[config.mk]
export PLATFORM = sky130hd
export DESIGN_NAME = ezr_cordic_lane
export DESIGN_NICKNAME = d
export VERILOG_FILES = /design/src/rtl/ezr_pkg.sv /design/src/rtl/ezr_cordic_lane.sv
export SDC_FILE = /design/constraint.sdc
export NUM_CORES = 2
export LEC_CHECK = 0
export BUFFER_PORTS_ARGS = -buffer_cell sky130_fd_sc_hd__buf_2
export CORE_MARGIN = 2
export CORE_UTILIZATION = 47
export DETAILED_ROUTE_END_ITERATION = 8
export PLACE_DENSITY = 0.66
export SLEW_MARGIN = 0
export SYNTH_ARGS = -nofsm -noshare
export SYNTH_HDL_FRONTEND = slang
export SYNTH_SLANG_ARGS = --single-unit
export TNS_END_PERCENT = 20
[constraint.sdc]
create_clock -name clk_i -period 6.93 [get_ports clk_i]
set_input_delay 0 -clock clk_i [delete_from_list [all_inputs] [get_ports clk_i]]
set_output_delay 0 -clock clk_i [all_outputs]
set_load 0.005 [all_outputs]
[src/rtl/ezr_pkg.sv]
package ezr_pkg;

  localparam int IFRAC = 30;
  localparam int IW = 34;
  localparam int MAX_STEPS = 32;
  localparam logic signed [IW-1:0] PI_Q30 = 34'sd3373259426;
  localparam logic signed [IW-1:0] HALF_PI_Q30 = 34'sd1686629713;
  localparam logic signed [IW-1:0] GAIN_Q30 = 34'sd652032874;

  function automatic logic signed [IW-1:0] atan_entry(input int i);
    logic signed [IW-1:0] r;
    r = '0;
    unique case (i)
      0: r = 34'sd843314857;
      1: r = 34'sd497837829;
      2: r = 34'sd263043837;
      3: r = 34'sd133525159;
      4: r = 34'sd67021687;
      5: r = 34'sd33543516;
      6: r = 34'sd16775851;
      7: r = 34'sd8388437;
      8: r = 34'sd4194283;
      9: r = 34'sd2097149;
      default: begin
        if (i <= IFRAC) r = IW'(64'sd1 <<< (IFRAC - i));
        else r = '0;
      end
    endcase
    return r;
  endfunction

  typedef struct packed {
    logic signed [IW-1:0] c;
    logic signed [IW-1:0] s;
  } sc_t;

endpackage

[src/rtl/ezr_cordic_lane.sv]
module ezr_cordic_lane #(
  parameter int ANGLE_WIDTH = 16,
  parameter int CORDIC_STEPS = 16
) (
  input  logic                          clk_i,
  input  logic                          en_i,
  input  logic signed [ANGLE_WIDTH-1:0] angle_i,
  output ezr_pkg::sc_t                  sc_o
);
  import ezr_pkg::*;

  localparam int N = (CORDIC_STEPS < MAX_STEPS) ? CORDIC_STEPS : MAX_STEPS;

  logic signed [IW-1:0] x_q [N+1];
  logic signed [IW-1:0] y_q [N+1];
  logic signed [IW-1:0] z_q [N+1];
  logic                 f_q [N+1];
  logic signed [IW-1:0] z0;

  always_comb begin
    z0 = IW'(angle_i) <<< (IFRAC + 3 - ANGLE_WIDTH);
  end

  always_ff @(posedge clk_i) begin
    if (en_i) begin
      x_q[0] <= GAIN_Q30;
      y_q[0] <= '0;
      f_q[0] <= (z0 > HALF_PI_Q30) || (z0 < -HALF_PI_Q30);
      priority if (z0 > HALF_PI_Q30) z_q[0] <= z0 - PI_Q30;
      else if (z0 < -HALF_PI_Q30) z_q[0] <= z0 + PI_Q30;
      else z_q[0] <= z0;
    end
  end

  for (genvar i = 0; i < N; i++) begin : g_step
    always_ff @(posedge clk_i) begin
      if (en_i) begin
        f_q[i+1] <= f_q[i];
        if (!z_q[i][IW-1]) begin
          x_q[i+1] <= x_q[i] - (y_q[i] >>> i);
          y_q[i+1] <= y_q[i] + (x_q[i] >>> i);
          z_q[i+1] <= z_q[i] - atan_entry(i);
        end else begin
          x_q[i+1] <= x_q[i] + (y_q[i] >>> i);
          y_q[i+1] <= y_q[i] - (x_q[i] >>> i);
          z_q[i+1] <= z_q[i] + atan_entry(i);
        end
      end
    end
  end

  assign sc_o.c = f_q[N] ? -x_q[N] : x_q[N];
  assign sc_o.s = f_q[N] ? -y_q[N] : y_q[N];
endmodule

=== After elaboration in Yosys (flattened, before gate mapping) ===
Memories as Yosys holds them, arrays and structs flattened.
Index checks and enable logic that the tools add are counted.

* Register bits after elaboration: 0
* RAM bits: 1751
* Input bits: 18
* Output and inout bits: 68
* Logic and storage cells: 317
* Memories kept: 4

{| class="wikitable"
|+ Memories
! name !! depth !! width !! rd ports !! clocked after memory_dff !! wr ports !! RTL line !! RTL
|-
| x_q || 17 || 34 || 17 || 0 || 17 || ezr_cordic_lane.sv:14 || <nowiki>logic signed [IW-1:0] x_q [N+1];</nowiki>
|-
| y_q || 17 || 34 || 17 || 0 || 17 || ezr_cordic_lane.sv:15 || <nowiki>logic signed [IW-1:0] y_q [N+1];</nowiki>
|-
| z_q || 17 || 34 || 16 || 0 || 17 || ezr_cordic_lane.sv:16 || <nowiki>logic signed [IW-1:0] z_q [N+1];</nowiki>
|-
| f_q || 17 || 1 || 17 || 0 || 17 || ezr_cordic_lane.sv:17 || <nowiki>logic f_q [N+1];</nowiki>
|}

* Add/subtract/negate cells: 99
* Magnitude comparators: 2
* Multiplexer cells: 161
* Bitwise gates (word level): 50
* Reduce and logical (&&, ||, !) cells: 1

{| class="wikitable"
|+ Operators by type and width
! kind !! count
|-
| 2-to-1 mux 34 bit || 52
|-
| 2-to-1 mux 1 bit || 109
|-
| adder 34 x 19 -> 34 bit || 2
|-
| adder 34 x 20 -> 34 bit || 2
|-
| adder 34 x 21 -> 34 bit || 2
|-
| adder 34 x 22 -> 34 bit || 2
|-
| adder 34 x 22 -> 34 bit, second input constant || 2
|-
| adder 34 x 23 -> 34 bit || 2
|-
| adder 34 x 24 -> 34 bit || 2
|-
| adder 34 x 25 -> 34 bit || 2
|-
| adder 34 x 26 -> 34 bit || 2
|-
| adder 34 x 27 -> 34 bit || 2
|-
| adder 34 x 28 -> 34 bit || 2
|-
| adder 34 x 29 -> 34 bit || 2
|-
| adder 34 x 30 -> 34 bit || 2
|-
| adder 34 x 31 -> 34 bit || 2
|-
| adder 34 x 32 -> 34 bit || 2
|-
| adder 34 x 33 -> 34 bit || 2
|-
| negation 34 bit || 2
|-
| subtractor 34 x 19 -> 34 bit || 2
|-
| subtractor 34 x 20 -> 34 bit || 2
|-
| subtractor 34 x 21 -> 34 bit || 2
|-
| subtractor 34 x 22 -> 34 bit || 2
|-
| subtractor 34 x 22 -> 34 bit, second input constant || 2
|-
| 47 further kinds || 108
|}

=== Depth between registers and ports, before layout ===
* Depth in word-level cells: 7
* Depth in mapped cells: 22
* Depth with buffers taken out: 22

=== Worst setup path before layout ===
Ideal clock, no wire load.

* Path kind: flip-flop to flip-flop
* Start: mem y_q[12][17]
* End: mem x_q[13][31], data pin
* Library setup time: 0.259 ns
* Arrival time: 4.901 ns
* Required time: 6.671 ns
* Setup slack: 1.770 ns
* Cell stages (with the launch flop): 21
* Buffers on the path: 0
* Clock period less this slack: 5.160 ns
* Cells stage by stage: edfxtp_1 -> or3_1 -> or2_1 -> or3_1 -> or3_1 -> or3_1 -> nor2_1 -> a21oi_1 -> xor2_1 -> ha_1 -> a21o_1 -> a21o_1 -> a21o_1 -> a21oi_1 -> o21ai_0 -> a21oi_1 -> a21oi_1 -> a2111oi_0 -> o21ai_1 -> o211ai_1 -> a21oi_1

{| class="wikitable"
|+ RTL lines
! what !! RTL line
|-
| start, declared || ezr_cordic_lane.sv:15
|-
| end, declared || ezr_cordic_lane.sv:14
|}

==> flow_summary.ini <==
[drt]
vias = 95983
drt-wirelength-per-cell_um = 19.5
initialDrtViolationCount = 7270
route.detailed.drc = 0
antenna_left = 0
viasPerCell = 5.91
drt-total-wl_um = 317000
firstDrtPassIters = 8

[logic_synthesis]
ys.flop_type = edfxtp_1
synth_nets = 13986
synth_area_mm2 = 0.120
synthCells = 12584
yosysMostFrequentCell = edfxtp_1
yosysTopAreaCellShare_pct = 35.4
synthTopCellsByArea = edfxtp_1 (35%), ha_1 (14%), xnor2_1 (9.3%)
synth_top_cells_by_count = edfxtp_1 (1420), ha_1 (1343), xnor2_1 (1280)
postSynthAreaPerCell_um2 = 9.56
synth_cell_types = 88
yosys_warnings = 0
ys_ff_latch = 1420
synth_seq_area_share_pct = 35.4
synth_top_cell_by_area = edfxtp_1
async_flop_share_pct = 0
synth_edf_count = 1420

[clock_network]
clk_latency_ns = 0.83
cts.clk_slew.worst_paths_ns = 0.06
cts-buffers-inserted = 169
root_buffer = clkbuf_16
cts_sinks = 1420
max-clock-path-buffers = 3
htreeDepth = 4
tritoncts = built

[sta]
relSlewSlack_pct = 22.0
finalHoldViolations = 0
min_period_ns = 5.63
final.period_utilization_pct = 81.2
report.final.slew_viol_count = 0
hold_ws_ns = 0.106
fmax_mhz = 178
fin_setup_tns_ns = 0
skew_ns = 0.0403
rsz0062_at_grt = false
setup_viol = 0
tightest_slew_ns = 1.16

[floorplan]
die-area_mm2 = 0.260
top_level_ports = 86
start_util_pct = 47.3
rows = 185
die_w_um = 510
core_mm2 = 0.254
die_h_um = 510

[layout]
regArea_mm2 = 0.0426
finish.utilization_pct = 51.3
multiInputGateArea_mm2 = 0.0749
fin_nets = 14141
n_fill_cell = 22646
area_growth_pct = 8.54
drive_gt1_share_pct = 4.28

[grt]
track_usage_pct = 23.8
grt.overflow.total = 0
antenna_found_initial = 2
grt_pass1_vias = 92869
grt_pass1_wl_um = 503000
grt_max_degree = 174

[critical_path]
endpoint_kind = register
cp.arrival_ns = 6.20
critPathLaunchType = register
cp_top_family = simple AND/OR/NAND/NOR gates
critPathSlowestCell = nor4_1
cp_num_buf_inv = 0
crit_fanout = 5
crit_type = reg2reg
required_ns = 7.51
crit_chain = or3_1 -> or4_1 -> nor4_1 -> nor2_1 -> xor2_1 -> ha_1 -> and3_1 -> and2_1 -> a221oi_1 -> o21ai_1 -> a41oi_1 -> o22ai_1 -> o41ai_1 -> o211ai_1 -> a21o_1 -> a21oi_1 -> xnor2_1
cp_slowest_stage_delay_ns = 0.77

[min_path]
hold_path.class = in2reg

[placed_design]
gp_congestion = 0.943
hpwlAfterDp_um = 251000
port_buffers = 85

[job]
cap_violations = 0

[status]
outcome = finished clean
==> timing repair <==
action,CTS,global route
buffers inserted,0,0
hold buffers,31,0
hold endpoints to repair,229,0
resized for setup,0,0
==> through the flow <==
stage               setup WS [ns]  cells  instance area [um2]
CTS                          1.36  16240               131000
floorplan                    1.77  12584               120000
detailed placement           1.37  15903               125000
global route                0.911  16241               131000
global placement             1.45  15903               125000
finish                       1.30  16241               131000
==> layout make-up <==
type / count / area share, %
clock buffer: 194 / 3.31
antenna: 1 / 0.00192
sequential: 1420 / 32.6
multi-input combinational: 10413 / 57.3
inverter: 537 / 1.54
tap: 3366 / 3.22
clock inverter: 112 / 0.884
timing repair buffer: 198 / 1.07
==> cell families (layout without fill, tap and decap cells) <==
group	after synthesis	after routing	share of synthesized area [%]
AO/OA/AOI/OAI	3824	3824	20.2
XOR/XNOR	1867	1867	13.6
multiplexers	101	101	0.880
flip-flops	1420	1420	35.4
other	0	1	0
adder cells (fa/ha/maj)	1384	1384	14.6
buffers and inverters	751	1041	2.35
AND/OR/NAND/NOR	3237	3237	12.9
==> flip-flops by register name, indices dropped and copies added, names as in the netlist <==
signal	count
x_q	484
z_q	408
f_q	17
y_q	511
==> cell usage in the layout, fill, tap and decap left out, types with 195 or more instances in the layout <==
cell / count
a21o_1: 582
o21ai_0: 562
edfxtp_1: 1420
nor2_1: 991
nand2_1: 739
xor2_1: 587
xnor2_1: 1280
o21a_1: 195
a21oi_1: 1265
nand3_1: 199
nor3_1: 295
inv_1: 522
ha_1: 1343
==> worst paths after layout <==
kind / cells past startpoint / slack, ns / start / endpoint
hold / removal: 4 / 0.11 / angle_i[0] / z_q[0][17]
hold reg to reg: 0 / 0.42 / z_q[10][19] / z_q[11][19]
setup reg to reg: 17 / 1.30 / y_q[7][13] / x_q[8][33]
setup / recovery: 17 / 1.30 / y_q[7][13] / x_q[8][33]
==> layer usage <==
layer / wire [um] / vias up / track usage (%)
met5: 7 / - / 0
met1: 143000 / 45946 / 32.0
met4: 8980 / 2 / 6.87
met2: 149000 / 2509 / 40.2
li1: - / 47049 / -
met3: 16400 / 477 / 3.02
==> worst register-to-register path, stage by stage (launching register included) <==
cell and delay, ns:
edfxtp_1 0.43, or3_1 0.44, or4_1 0.45, nor4_1 0.77
nor2_1 0.12, xor2_1 0.18, ha_1 0.34, and3_1 0.22
and2_1 0.18, a221oi_1 0.25, o21ai_1 0.17, a41oi_1 0.48
o22ai_1 0.19, o41ai_1 0.48, o211ai_1 0.22, a21o_1 0.21
a21oi_1 0.17, xnor2_1 0.08
Power is not shown: default switching activity piles up to over one toggle a cycle in this logic, so the estimate is an artifact.
